`config.mk`:
```
export PLATFORM = sky130hd
export DESIGN_NAME = touch_report_tracker_core
export DESIGN_NICKNAME = d
export VERILOG_FILES = /design/src/rtl/trt_pkg.sv /design/src/rtl/trt_xform.sv /design/src/rtl/touch_report_tracker_core.sv
export SDC_FILE = /design/constraint.sdc
export NUM_CORES = 1
export LEC_CHECK = 0
export BUFFER_PORTS_ARGS = -buffer_cell sky130_fd_sc_hd__buf_4
export CAP_MARGIN = 40
export CORE_ASPECT_RATIO = 0.5
export CORE_UTILIZATION = 45
export CTS_BUF_LIST = sky130_fd_sc_hd__clkbuf_4 sky130_fd_sc_hd__clkbuf_8
export DETAILED_ROUTE_END_ITERATION = 10
export PLACE_DENSITY_LB_ADDON = 0.3
export SLEW_MARGIN = 10
export SYNTH_ARGS = -nofsm -noshare
export SYNTH_HDL_FRONTEND = slang
export SYNTH_HIERARCHICAL = 1
export SYNTH_SLANG_ARGS = --single-unit
export TNS_END_PERCENT = 20
```
`constraint.sdc`:
```
create_clock -name i_clk -period 5.3 [get_ports i_clk]
set_clock_uncertainty 0.2 [all_clocks]
set_input_delay 1.06 -clock i_clk [delete_from_list [all_inputs] [get_ports i_clk]]
set_output_delay 1.06 -clock i_clk [all_outputs]
set_load 0.05 [all_outputs]
```
`src/rtl/trt_pkg.sv`:
```
`timescale 1ns / 1ps
// ---------------------------------------------------------------------------
// trt_pkg: shared definitions for the touch report tracker
// Opcodes, result kinds, register indexes, gesture states and the transform
// configuration bundle.
// ---------------------------------------------------------------------------
package trt_pkg;

    // Input opcodes
    localparam logic [1:0] OP_STATUS = 2'd0;
    localparam logic [1:0] OP_RECORD = 2'd1;
    localparam logic [1:0] OP_TICK   = 2'd2;

    // Result kinds
    localparam logic [1:0] RK_POINT     = 2'd0;
    localparam logic [1:0] RK_NOT_READY = 2'd1;
    localparam logic [1:0] RK_EMPTY     = 2'd2;

    // Configuration register indexes
    localparam logic [2:0] CFG_LONG_PRESS   = 3'd0;
    localparam logic [2:0] CFG_RELEASE_HOLD = 3'd1;
    localparam logic [2:0] CFG_SWAP_XY      = 3'd2;
    localparam logic [2:0] CFG_MIRROR_X     = 3'd3;
    localparam logic [2:0] CFG_MIRROR_Y     = 3'd4;
    localparam logic [2:0] CFG_SCREEN_W     = 3'd5;
    localparam logic [2:0] CFG_SCREEN_H     = 3'd6;

    // Register reset values
    localparam logic [15:0] LONG_PRESS_RST   = 16'd800;
    localparam logic [15:0] RELEASE_HOLD_RST = 16'd40;
    localparam logic [15:0] SCREEN_W_RST     = 16'd800;
    localparam logic [15:0] SCREEN_H_RST     = 16'd480;

    // Report format
    localparam int          MAX_POINTS_DEF = 5;
    localparam int          RECORD_BYTES   = 8;
    localparam logic [2:0]  REC_LAST_IDX   = 3'(RECORD_BYTES - 1);
    localparam logic [7:0]  STATUS_READY   = 8'h80;
    localparam logic [15:0] TIMER_MAX      = 16'hFFFF;

    // Gesture states
    typedef enum logic [1:0] {
        GS_IDLE = 2'd0,
        GS_DOWN = 2'd1,
        GS_LONG = 2'd2
    } t_gesture;

    // Screen transform settings
    typedef struct packed {
        logic        swap_xy;
        logic        mirror_x;
        logic        mirror_y;
        logic [15:0] screen_w;
        logic [15:0] screen_h;
    } t_xform_cfg;

endpackage

```
`src/rtl/trt_xform.sv`:
```
`timescale 1ns / 1ps
// ---------------------------------------------------------------------------
// trt_xform: raw to screen coordinate transform
// Optionally swaps x and y, then mirrors each axis against the screen size
// with 16-bit wrap.
// ---------------------------------------------------------------------------
module trt_xform (
    input  trt_pkg::t_xform_cfg i_cfg,
    input  logic [15:0]         i_raw_x,
    input  logic [15:0]         i_raw_y,
    output logic [15:0]         o_scr_x,
    output logic [15:0]         o_scr_y
);
    import trt_pkg::*;

    logic [15:0] w_sx;
    logic [15:0] w_sy;

    // Swap axes first
    assign w_sx = i_cfg.swap_xy ? i_raw_y : i_raw_x;
    assign w_sy = i_cfg.swap_xy ? i_raw_x : i_raw_y;

    // Mirror, wrapping at 16 bits
    assign o_scr_x = i_cfg.mirror_x ? (i_cfg.screen_w - 16'd1 - w_sx) : w_sx;
    assign o_scr_y = i_cfg.mirror_y ? (i_cfg.screen_h - 16'd1 - w_sy) : w_sy;

endmodule

```
`src/rtl/touch_report_tracker_core.sv`:
```
`timescale 1ns / 1ps
// ---------------------------------------------------------------------------
// touch_report_tracker_core: touch report decoder and gesture tracker
// Parses status bytes and point records, keeps the press timer and gesture
// state, and emits one result per completed point, empty report or not-ready status.
// ---------------------------------------------------------------------------
// Each input transfer (status byte, record byte or millisecond tick) is
// handled by the decode and state update, which sit between the state
// registers and a single output register, so one item is taken every cycle
// as long as the output register is empty or drained in the same cycle.
// A result appears on the output in the cycle after the byte that caused it
// (the eighth byte of a point record, or a not-ready or empty status).
// Configuration writes take effect on the next edge and should be made
// while no result is pending.
// ---------------------------------------------------------------------------
module touch_report_tracker_core #(
    parameter int MAX_POINTS = trt_pkg::MAX_POINTS_DEF
) (
    input  logic        i_clk,
    input  logic        i_rst_n,
    // Configuration writes
    input  logic        i_cfg_wr_en,
    input  logic [2:0]  i_cfg_index,
    input  logic [15:0] i_cfg_data,
    // Input channel
    input  logic        i_valid,
    output logic        o_ready,
    input  logic [1:0]  i_opcode,
    input  logic [7:0]  i_data_byte,
    // Output channel
    output logic        o_valid,
    input  logic        i_ready,
    output logic [1:0]  o_result_kind,
    output logic [1:0]  o_touch_state,
    output logic [15:0] o_point_x,
    output logic [15:0] o_point_y,
    output logic [7:0]  o_point_size,
    output logic [3:0]  o_point_id,
    output logic [3:0]  o_point_slot,
    output logic [3:0]  o_point_total,
    output logic        o_last_point
);
    import trt_pkg::*;

    localparam logic [3:0] MAX_CNT = 4'(MAX_POINTS);

    // Configuration registers
    logic [15:0] r_long_press;
    logic [15:0] r_release_hold;
    t_xform_cfg  r_xcfg;

    // Tracker state
    logic        r_pressed,   n_pressed;
    logic [15:0] r_elapsed,   n_elapsed;
    t_gesture    r_gesture,   n_gesture;
    logic [3:0]  r_expected,  n_expected;
    logic [3:0]  r_slot,      n_slot;
    logic [2:0]  r_byte_idx,  n_byte_idx;
    logic [15:0] r_part_x,    n_part_x;
    logic [15:0] r_part_y,    n_part_y;
    logic [7:0]  r_part_size, n_part_size;

    // Output register
    logic        r_out_valid;
    logic [1:0]  r_kind,  n_kind;
    t_gesture    r_state_out;
    logic [15:0] r_px;
    logic [15:0] r_py;
    logic [7:0]  r_psize, n_psize;
    logic [3:0]  r_pid,   n_pid;
    logic [3:0]  r_pslot, n_pslot;
    logic [3:0]  r_ptot,  n_ptot;
    logic        r_plast, n_plast;

    logic        w_in_xfer;
    logic        w_emit;
    logic        w_pt_emit;
    logic [3:0]  w_count;
    logic        w_last;
    logic [15:0] w_scr_x;
    logic [15:0] w_scr_y;

    assign o_ready   = !r_out_valid || i_ready;
    assign w_in_xfer = i_valid && o_ready;

    // Configuration register writes
    always_ff @(posedge i_clk) begin
        if (!i_rst_n) begin
            r_long_press    <= LONG_PRESS_RST;
            r_release_hold  <= RELEASE_HOLD_RST;
            r_xcfg.swap_xy  <= 1'b0;
            r_xcfg.mirror_x <= 1'b0;
            r_xcfg.mirror_y <= 1'b0;
            r_xcfg.screen_w <= SCREEN_W_RST;
            r_xcfg.screen_h <= SCREEN_H_RST;
        end else if (i_cfg_wr_en) begin
            unique case (i_cfg_index)
                CFG_LONG_PRESS:   r_long_press    <= i_cfg_data;
                CFG_RELEASE_HOLD: r_release_hold  <= i_cfg_data;
                CFG_SWAP_XY:      r_xcfg.swap_xy  <= i_cfg_data[0];
                CFG_MIRROR_X:     r_xcfg.mirror_x <= i_cfg_data[0];
                CFG_MIRROR_Y:     r_xcfg.mirror_y <= i_cfg_data[0];
                CFG_SCREEN_W:     r_xcfg.screen_w <= i_cfg_data;
                CFG_SCREEN_H:     r_xcfg.screen_h <= i_cfg_data;
                default: ;
            endcase
        end
    end

    // Transform the completed record
    trt_xform u_xform (
        .i_cfg   (r_xcfg),
        .i_raw_x (r_part_x),
        .i_raw_y (r_part_y),
        .o_scr_x (w_scr_x),
        .o_scr_y (w_scr_y)
    );

    assign w_count = (i_data_byte[3:0] > MAX_CNT) ? MAX_CNT : i_data_byte[3:0];
    assign w_last  = ({1'b0, r_slot} + 5'd1) >= {1'b0, r_expected};

    // Decode one item and compute the next tracker state
    always_comb begin
        n_pressed   = r_pressed;
        n_elapsed   = r_elapsed;
        n_gesture   = r_gesture;
        n_expected  = r_expected;
        n_slot      = r_slot;
        n_byte_idx  = r_byte_idx;
        n_part_x    = r_part_x;
        n_part_y    = r_part_y;
        n_part_size = r_part_size;
        w_emit      = 1'b0;
        w_pt_emit   = 1'b0;
        n_kind      = RK_POINT;
        n_psize     = 8'd0;
        n_pid       = 4'd0;
        n_pslot     = 4'd0;
        n_ptot      = 4'd0;
        n_plast     = 1'b0;

        case (i_opcode)
            OP_STATUS: begin
                n_expected = 4'd0;
                n_slot     = 4'd0;
                n_byte_idx = 3'd0;
                if ((i_data_byte & STATUS_READY) == 8'd0 || w_count == 4'd0) begin
                    // Empty or not-ready report: release check and report
                    w_emit = 1'b1;
                    n_kind = ((i_data_byte & STATUS_READY) == 8'd0) ? RK_NOT_READY
                                                                    : RK_EMPTY;
                    if (!r_pressed) begin
                        n_gesture = GS_IDLE;
                    end else if (r_elapsed >= r_release_hold) begin
                        n_pressed = 1'b0;
                        n_gesture = GS_IDLE;
                    end
                end else begin
                    // Open a report and update the press
                    n_expected = w_count;
                    if (!r_pressed) begin
                        n_pressed = 1'b1;
                        n_elapsed = 16'd0;
                        n_gesture = GS_DOWN;
                    end else if (r_elapsed >= r_long_press) begin
                        n_gesture = GS_LONG;
                    end else begin
                        n_gesture = GS_DOWN;
                    end
                end
            end
            OP_TICK: begin
                if (r_pressed && r_elapsed != TIMER_MAX) begin
                    n_elapsed = r_elapsed + 16'd1;
                end
            end
            OP_RECORD: begin
                if (r_slot < r_expected) begin
                    case (r_byte_idx)
                        3'd0: n_part_x[7:0]  = i_data_byte;
                        3'd1: n_part_x[15:8] = i_data_byte;
                        3'd2: n_part_y[7:0]  = i_data_byte;
                        3'd3: n_part_y[15:8] = i_data_byte;
                        3'd4: n_part_size    = i_data_byte;
                        default: ;
                    endcase
                    if (r_byte_idx != REC_LAST_IDX) begin
                        n_byte_idx = r_byte_idx + 3'd1;
                    end else begin
                        // Record complete: emit the point
                        w_emit     = 1'b1;
                        w_pt_emit  = 1'b1;
                        n_psize    = r_part_size;
                        n_pid      = i_data_byte[3:0];
                        n_pslot    = r_slot;
                        n_ptot     = r_expected;
                        n_plast    = w_last;
                        n_byte_idx = 3'd0;
                        if (w_last) begin
                            n_expected = 4'd0;
                            n_slot     = 4'd0;
                        end else begin
                            n_slot = r_slot + 4'd1;
                        end
                    end
                end
            end
            default: ;
        endcase
    end

    // Tracker state registers
    always_ff @(posedge i_clk) begin
        if (!i_rst_n) begin
            r_pressed   <= 1'b0;
            r_elapsed   <= 16'd0;
            r_gesture   <= GS_IDLE;
            r_expected  <= 4'd0;
            r_slot      <= 4'd0;
            r_byte_idx  <= 3'd0;
            r_part_x    <= 16'd0;
            r_part_y    <= 16'd0;
            r_part_size <= 8'd0;
        end else if (w_in_xfer) begin
            r_pressed   <= n_pressed;
            r_elapsed   <= n_elapsed;
            r_gesture   <= n_gesture;
            r_expected  <= n_expected;
            r_slot      <= n_slot;
            r_byte_idx  <= n_byte_idx;
            r_part_x    <= n_part_x;
            r_part_y    <= n_part_y;
            r_part_size <= n_part_size;
        end
    end

    // Output valid: load on a result, drop on transfer
    always_ff @(posedge i_clk) begin
        if (!i_rst_n) begin
            r_out_valid <= 1'b0;
        end else if (w_in_xfer && w_emit) begin
            r_out_valid <= 1'b1;
        end else if (i_ready) begin
            r_out_valid <= 1'b0;
        end
    end

    // Output payload
    always_ff @(posedge i_clk) begin
        if (w_in_xfer && w_emit) begin
            r_kind      <= n_kind;
            r_state_out <= n_gesture;
            r_px        <= w_pt_emit ? w_scr_x : 16'd0;
            r_py        <= w_pt_emit ? w_scr_y : 16'd0;
            r_psize     <= n_psize;
            r_pid       <= n_pid;
            r_pslot     <= n_pslot;
            r_ptot      <= n_ptot;
            r_plast     <= n_plast;
        end
    end

    assign o_valid       = r_out_valid;
    assign o_result_kind = r_kind;
    assign o_touch_state = r_state_out;
    assign o_point_x     = r_px;
    assign o_point_y     = r_py;
    assign o_point_size  = r_psize;
    assign o_point_id    = r_pid;
    assign o_point_slot  = r_pslot;
    assign o_point_total = r_ptot;
    assign o_last_point  = r_plast;

    // A released tracker is always idle
    a_release_idle: assert property (@(posedge i_clk) disable iff (!i_rst_n)
        !r_pressed |-> (r_gesture == GS_IDLE))
        else $error("tracker released but gesture not idle");

    // Slot stays inside the open report
    a_slot_range: assert property (@(posedge i_clk) disable iff (!i_rst_n)
        (r_expected <= MAX_CNT) &&
        ((r_expected == 4'd0) ? (r_slot == 4'd0) : (r_slot < r_expected)))
        else $error("report slot out of range");

    // A point report carries a slot inside its total
    a_point_slot: assert property (@(posedge i_clk) disable iff (!i_rst_n)
        (o_valid && o_result_kind == RK_POINT) |->
        (o_point_slot < o_point_total) &&
        (o_last_point == (o_point_slot + 4'd1 == o_point_total)))
        else $error("point report slot inconsistent");

    // A tick while pressed advances the timer by one until it saturates
    a_tick: assert property (@(posedge i_clk) disable iff (!i_rst_n)
        (w_in_xfer && i_opcode == OP_TICK && r_pressed && r_elapsed != TIMER_MAX)
        |=> (r_elapsed == $past(r_elapsed) + 16'd1))
        else $error("press timer did not advance");

endmodule
```
==> results of run 1 <==
## cell type report
class,instances,share of cell area [%]
Multi-Input combinational cell,853,48.1
Sequential cell,195,37.1
Timing Repair Buffer,102,6.58
Tap cell,307,3.18
Clock buffer,18,2.00
Clock inverter,14,1.57
Inverter,48,1.49
## state kept, by name (all words and copies together) (netlist names), 8 cells and up
name	flops
o_point_size	8
r_part_size	8
r_release_hold	16
o_point_y	16
o_point_x	16
r_elapsed	16
r_part_y	16
r_long_press	16
r_part_x	16
r_xcfg	35
## worst max-delay path, delay by kind of cell (launching register included)
kind	cells	cell delay, ns
flops	1	0.60
buf+inv	1	0.25
fa+ha+maj	1	0.35
simple gates	2	0.53
compound gates	3	0.52
xor+xnor	1	0.16
mux	2	0.53
## through the flow
step | instances | total power, uW
4_1_cts | 1537 | 2860
2_1_floorplan | 1143 | 1770
6_report | 1537 | 2850
5_1_grt | 1537 | 2960
3_5_place_dp | 1505 | 1860
3_3_place_gp | 1499 | 1850
## cell usage after synthesis (all sizes together) (3+ instances only)
master	n	area share, %
a211o	3	0.25
a211oi	8	0.66
a21boi	5	0.39
a21o	14	0.98
a21oi	97	4.6
a221oi	3	0.25
a31oi	5	0.29
a32o	3	0.28
and2	54	3.2
and3	6	0.35
buf	14	0.89
clkbuf	33	1.2
dfxtp	138	26
edfxtp	57	16
ha	82	9.6
inv	47	1.7
mux2i	88	8.2
nand2	210	7.4
nand2b	8	0.49
nand3	20	1.0
nand4	11	0.64
nor2	56	2.1
nor2b	7	0.41
nor3	19	1.3
o2111ai	6	0.49
o211ai	12	1.1
o21a	13	0.93
o21ai	32	1.5
o22ai	6	0.35
o31ai	4	0.28
o32ai	5	0.41
or3	3	0.18
xnor2	18	1.5
xor2	24	2.0
## layer usage
metal	track usage (%)	vias to the layer above	wire [um]
met4	4.78	0	310
met2	34.5	177	11800
met3	4.28	14	1280
li1	-	4167	-
met5	0	-	0
met1	33.8	4058	13800
## how the worst max path moves through the flow
stage / start / to / cells past startpoint
6_report: r_xcfg[34] / o_point_x[14] / 10
5_1_grt: r_xcfg[34] / o_point_x[9] / 10
4_1_cts: r_xcfg[34] / o_point_x[14] / 10
3_5_place_dp: r_xcfg[34] / o_point_x[14] / 10
3_3_place_gp: i_data_byte[0] / o_result_kind[0] / 6
2_1_floorplan: i_opcode[0] / o_last_point / 7
## power breakdown
| group | switching, uW | internal [uW] | leakage [uW] | total [uW] |
|---|---|---|---|---|
| combinational | 170 | 92.9 | 0.00275 | 263 |
| sequential | 16.9 | 1550 | 0.00163 | 1570 |
| clock | 609 | 409 | 0.000215 | 1020 |
## kinds of logic after synthesis
kind of cell,Yosys count,synth area share (%)
adder cells (fa/ha/maj),84,9.98
multiplexers,88,8.25
buffers and inverters,95,3.74
XOR/XNOR,42,3.44
AND/OR/NAND/NOR,406,18.1
flip-flops,195,41.9
AO/OA/AOI/OAI,233,14.6
## cells in the final DEF, fill, tap and decap left out, types with 4 or more instances in the layout
cell                          n
sky130_fd_sc_hd__a211oi_1     6
sky130_fd_sc_hd__a21boi_0     4
sky130_fd_sc_hd__a21o_1      14
sky130_fd_sc_hd__a21oi_1     96
sky130_fd_sc_hd__a31oi_1      5
sky130_fd_sc_hd__and2_1      53
sky130_fd_sc_hd__and3_1       6
sky130_fd_sc_hd__buf_4       99
sky130_fd_sc_hd__clkbuf_8    17
sky130_fd_sc_hd__clkinv_4     4
sky130_fd_sc_hd__clkinv_8     5
sky130_fd_sc_hd__dfxtp_1    137
sky130_fd_sc_hd__edfxtp_1    57
sky130_fd_sc_hd__ha_1        82
sky130_fd_sc_hd__inv_1       45
sky130_fd_sc_hd__mux2i_1     88
sky130_fd_sc_hd__nand2_1    209
sky130_fd_sc_hd__nand2b_1     7
sky130_fd_sc_hd__nand3_1     18
sky130_fd_sc_hd__nand4_1     11
sky130_fd_sc_hd__nor2_1      54
sky130_fd_sc_hd__nor2b_1      7
sky130_fd_sc_hd__nor3_1      15
sky130_fd_sc_hd__o2111ai_1    6
sky130_fd_sc_hd__o211ai_1     7
sky130_fd_sc_hd__o211ai_2     5
sky130_fd_sc_hd__o21a_1      12
sky130_fd_sc_hd__o21ai_0     23
sky130_fd_sc_hd__o21ai_1      8
sky130_fd_sc_hd__o22ai_1      6
sky130_fd_sc_hd__o31ai_1      4
sky130_fd_sc_hd__o32ai_1      5
sky130_fd_sc_hd__xnor2_1     18
sky130_fd_sc_hd__xor2_1      24
==> key figures, run 1 <==
Detailed routing
  • Average vias per placed instance: 5.48
  • Remaining routing DRC violations: 10
  • Total wirelength of the detailed-routed design: 27200 um
  • Count of nets left with antenna violations after detail routing: 0
  • Vias: 8416
  • Routed WL per cell: 17.7 um
  • Iter 0 DRT Violations: 686
  • Drt first pass iters: 8

CTS
  • Count of buffers added by post-CTS timing repair for setup: 0
  • Clock Tree Root: sky130_fd_sc_hd__clkbuf_8
  • Clock edge transition at the registers on the reported setup and hold paths: 0.10 ns
  • Resized cells post-CTS: 0
  • Hold-fix buffers at CTS: 0
  • CTS H-Tree Depth: 4
  • CTS tree: yes
  • Total number of clock tree sinks: 195
  • Worst skew pair latency: 0.49 ns
  • Clock Path Buffers: 2
  • Cts bufs inserted: 17

Floorplanning
  • Full die area: 0.0244 mm2
  • Top-level port count: 93
  • Initial Utilization: 46.4%
  • Number of rows in the core area: 39
  • Area of the core: 0.0230 mm2
  • Die outline height: 111 um
  • Width of the chip: 220 um

Global route
  • Vias in the first global route: 7808
  • Number of antenna violations at the first check in global routing: 0
  • Total track usage: 22.9%
  • Global-route wire length before repair: 43100 um
  • Pin count of the biggest net entering global routing: 75
  • Residual overflow from global routing: 0

Critical path
  • Largest fanout on the critical path: 22
  • R2r endpoint: o_point_x[14]
  • Reg2Reg Launch Point: r_xcfg[34]
  • Cell-by-cell trace of the critical path: buf_12 -> mux2i_1 -> ha_1 -> a21o_1 -> a21o_1 -> or3b_1 -> o22ai_1 -> xor2_1 -> mux2i_1 -> and2_1
  • Endpoint kind of the worst setup timing path: flop
  • Internal reg-to-reg setup slack: 1.91 ns
  • Data required time at the worst endpoint: 5.34 ns
  • Maximum single-stage delay on the critical path: 0.60 ns
  • Data arrival time of the critical path: 3.43 ns
  • Worst r2r path cells: 10
  • Worst setup path class: reg2reg
  • Launching element type of the critical path: flop
  • Slowest stage cell on the critical path: sky130_fd_sc_hd__dfxtp_2

Final layout
  • Final design area excluding fillers: 0.0121 mm2
  • Diodes inserted: 0
  • Area taken by flip-flops and latches: 0.00448 mm2
  • Finished Core Util: 52.4%
  • Fillcell total: 2147
  • Area added between synthesis and finish: 13.0%
  • Area used by multi-input combinational logic: 0.00581 mm2
  • Share of layout cells above drive strength 1: 13.4%
  • Post-layout net count: 1335

Timing
  • Max-slew violations: 0
  • Setup repair after global routing missed its margin: false
  • Measured slew at the worst slew-check pin: 0.815 ns
  • Final setup margin: 1.91 ns
  • Portion of the clock cycle consumed by the worst path in the final layout: 64.0%
  • Max Freq: 295 MHz
  • Clock period minus final worst setup slack: 3.39 ns
  • Post-route setup TNS: 0 ns
  • Number of setup violations in the final report: 0
  • Hold slack final: 0.259 ns
  • Worst max-slew margin expressed relative to the limit: 45.7%
  • Hold Fails Final Rpt: 0

Synth
  • Share of synthesized registers carrying an async set or reset: 0%
  • Number of flops mapped to enable cells by yosys: 57
  • Number of unique standard cell types used by synthesis: 74
  • Total nets after synthesis: 1261
  • Post-synthesis instance total: 1143
  • Sequential cell area fraction in the yosys report: 41.9%
  • Average cell area after synthesis: 9.34 um2
  • Netlist Area Pre-Place: 0.0107 mm2
  • Main flop type after synthesis: sky130_fd_sc_hd__dfxtp_1
  • Synthesized flop and latch total: 195
  • Number of warnings printed during yosys synthesis: 6

Hold path
  • Worst hold endpoint: r_part_size[0]
  • Min-Delay Path Class: reg2reg
  • Hold depth: 2
  • Hold wc startpoint: r_part_size[0]

Pwr
  • Peak supply drop: 0.000156 V
  • Leakage power: 0.00460 uW
  • Power per Cell Area: 236 mW/mm2

Flow run
  • # Max-Cap Violations: 0

Placed design
  • Area after DPL: 0.0116 mm2
  • Global placement routability congestion: 0.868
  • Final HPWL from detailed placement: 20500 um
  • Setup slack after placement: 1.96 ns
  • Number of buffers inserted by port buffering: 92

Outcome
  • Run status: finished with violations
  • Failing checks: DRC
Note: power is estimated with default switching activity, not from simulation.
==> run 2, diff against run 1 <==
- clock period: 5.3 -> 2.92 ns (I/O delays scaled with it)
==> run 2 against run 1 <==
  * Flip-flop and latch count unchanged
  * Fmax is 20% higher
  * Largest cell class unchanged
  * Final area up 5.2%
  * Combinational power grew 95%
  * Hold slack got worse by 0.11 ns
  * Wire length is 2.7% higher
  * Register-to-register slack got worse by 1.8 ns
  * Critical endpoint is now o_point_y[14]
  * Final cell count rose by 4.0%
  * The run still ends with DRC left
  * Global-route usage is 0.59 points higher
  * Sequential share of layout area shrank 1.8 points
==> key figures, run 2 (synthesis gave the netlist of run 1 again) <==
CTS
  • Clock Tree Root: sky130_fd_sc_hd__clkbuf_8
  • CTS H-Tree Depth: 4
  • Clock edge transition at the registers on the reported setup and hold paths: 0.12 ns
  • Cts bufs inserted: 17
  • Clock Path Buffers: 2
  • Hold-fix buffers at CTS: 0
  • Worst skew pair latency: 0.49 ns
  • CTS tree: yes
  • Total number of clock tree sinks: 195

Detailed routing
  • Vias: 8686
  • Total wirelength of the detailed-routed design: 27900 um
  • Iter 0 DRT Violations: 647
  • Average vias per placed instance: 5.44
  • Drt first pass iters: 9
  • Remaining routing DRC violations: 10
  • Routed WL per cell: 17.5 um
  • Count of nets left with antenna violations after detail routing: 0

Timing
  • Setup repair after global routing missed its margin: true
  • Final setup margin: 0.0857 ns
  • Portion of the clock cycle consumed by the worst path in the final layout: 97.1%
  • Hold slack final: 0.152 ns
  • Post-route setup TNS: 0 ns
  • Measured slew at the worst slew-check pin: 0.605 ns
  • Max-slew violations: 0
  • Hold Fails Final Rpt: 0
  • Clock period minus final worst setup slack: 2.83 ns
  • Number of setup violations in the final report: 0
  • Worst max-slew margin expressed relative to the limit: 59.5%
  • Max Freq: 353 MHz

Global route
  • Global-route wire length before repair: 44700 um
  • Residual overflow from global routing: 0
  • Pin count of the biggest net entering global routing: 50
  • Total track usage: 23.5%
  • Vias in the first global route: 8307
  • Number of antenna violations at the first check in global routing: 0

Final layout
  • Diodes inserted: 0
  • Area used by multi-input combinational logic: 0.00592 mm2
  • Share of layout cells above drive strength 1: 19.4%
  • Area added between synthesis and finish: 18.9%
  • Area taken by flip-flops and latches: 0.00448 mm2
  • Fillcell total: 2098
  • Leading cell types in the layout, fill and taps excluded: 207 x sky130_fd_sc_hd__nand2_1, 158 x sky130_fd_sc_hd__buf_4, 137 x sky130_fd_sc_hd__dfxtp_1, 94 x sky130_fd_sc_hd__a21oi_1, 80 x sky130_fd_sc_hd__ha_1
  • Register containing the most flip-flops in the final layout: r_xcfg
  • Post-layout net count: 1396
  • Max reg flops: 35
  • Most common library cell in the layout ignoring fill and taps: sky130_fd_sc_hd__nand2_1

Pwr
  • Peak supply drop: 0.000291 V
  • Total net switching power: 1500 uW
  • Power Internal: 3760 uW
  • Share of total power consumed by net switching: 28.5%
  • Leakage power: 0.00491 uW
  • Seq pwr share: 54.0%
  • Share of power burned in the clock network: 36.3%
  • Overall power of the completed layout: 5260 uW
  • Part of the total power dissipated in combinational logic: 9.8%
  • Power per Cell Area: 414 mW/mm2

Outcome
  • Failing checks: DRC
  • Run status: finished with violations

Critical path
  • Maximum single-stage delay on the critical path: 0.41 ns
  • Cell-by-cell trace of the critical path: buf_12 -> mux2i_2 -> buf_4 -> fa_2 -> a21o_1 -> nand4_1 -> a211oi_2 -> o21ai_1 -> a21boi_0 -> o31ai_1 -> and2_1
  • Worst setup path class: reg2reg
  • Largest fanout on the critical path: 5
  • Buffering stage count on the worst path with inverters included: 2
  • Launching element type of the critical path: flop
  • Data required time at the worst endpoint: 2.97 ns
  • Endpoint kind of the worst setup timing path: flop
  • Slowest stage cell on the critical path: sky130_fd_sc_hd__dfxtp_4
  • Crit path max-delay family: compound AO/OA/AOI/OAI gates
  • Internal reg-to-reg setup slack: 0.09 ns
  • Data arrival time of the critical path: 2.89 ns

Floorplanning
  • Initial Utilization: 46.4%
  • Full die area: 0.0244 mm2
  • Die outline height: 111 um
  • Area of the core: 0.0230 mm2
  • Width of the chip: 220 um
  • Top-level port count: 93
  • Number of rows in the core area: 39

Placed design
  • Global placement routability congestion: 0.890
  • Number of buffers inserted by port buffering: 92
  • Setup slack after placement: -0.0154 ns
  • Final HPWL from detailed placement: 21400 um

Flow run
  • # Max-Cap Violations: 0

Hold path
  • Min-Delay Path Class: in2reg
[run 2: worst reg2reg max path: cells and delay by family (launching register included)]
kind | cells | cell delay (ns)
AO/OA/AOI/OAI | 5 | 0.90
flip-flops | 1 | 0.41
buffers and inverters | 2 | 0.31
multiplexers | 1 | 0.31
AND/OR/NAND/NOR | 2 | 0.27
adder cells (fa/ha/maj) | 1 | 0.22
[run 2: final cells by class]
class	count	area share (%)
clock buffer	17	1.84
clock inverter	15	1.61
inverter	48	1.45
multi-input combinational	853	46.6
sequential	195	35.3
tap	307	3.02
timing repair buffer	163	10.2
[run 2: power groups by stage]
stage	combinational [uW]	sequential (uW)	clock [uW]
final	514	2840	1910
after global routing	559	2840	2050
after CTS	501	2840	1940
after detailed placement	498	2900	0
after global placement	491	2900	0
after floorplan	268	2930	0
[run 2: final timing paths]
| path | start | end | depth (start not counted) |
|---|---|---|---|
| worst max-delay path | r_xcfg[34] | o_point_y[14] | 11 |
| worst min-delay path | i_cfg_data[2] | r_long_press[2] | 3 |
| worst min register to register | r_release_hold[1] | r_release_hold[1] | 2 |
| worst max register to register | r_xcfg[34] | o_point_y[14] | 11 |
[run 2: per-layer routing]
| metal | GRT usage (%) | vias to the layer above | routed length (um) |
|---|---|---|---|
| li1 | - | 4289 | - |
| met1 | 34.6 | 4138 | 13800 |
| met2 | 34.6 | 227 | 12000 |
| met3 | 5.02 | 32 | 1660 |
| met4 | 5.98 | 0 | 431 |
| met5 | 0 | - | 0 |
[run 2: repair_timing]
action	CTS	global route
setup endpoints to repair	2	18
setup buffers	0	0
gates resized for setup	2	28
cloned	0	1
pin swaps	0	4
[run 2: metrics by stage]
step	utilization [%]	std cells	area (um2)
after floorplan	-	1143	10700
after global placement	52.6	1565	12100
after detailed placement	52.6	1565	12100
after CTS	54.6	1597	12600
after global routing	55.1	1598	12700
final	55.1	1598	12700
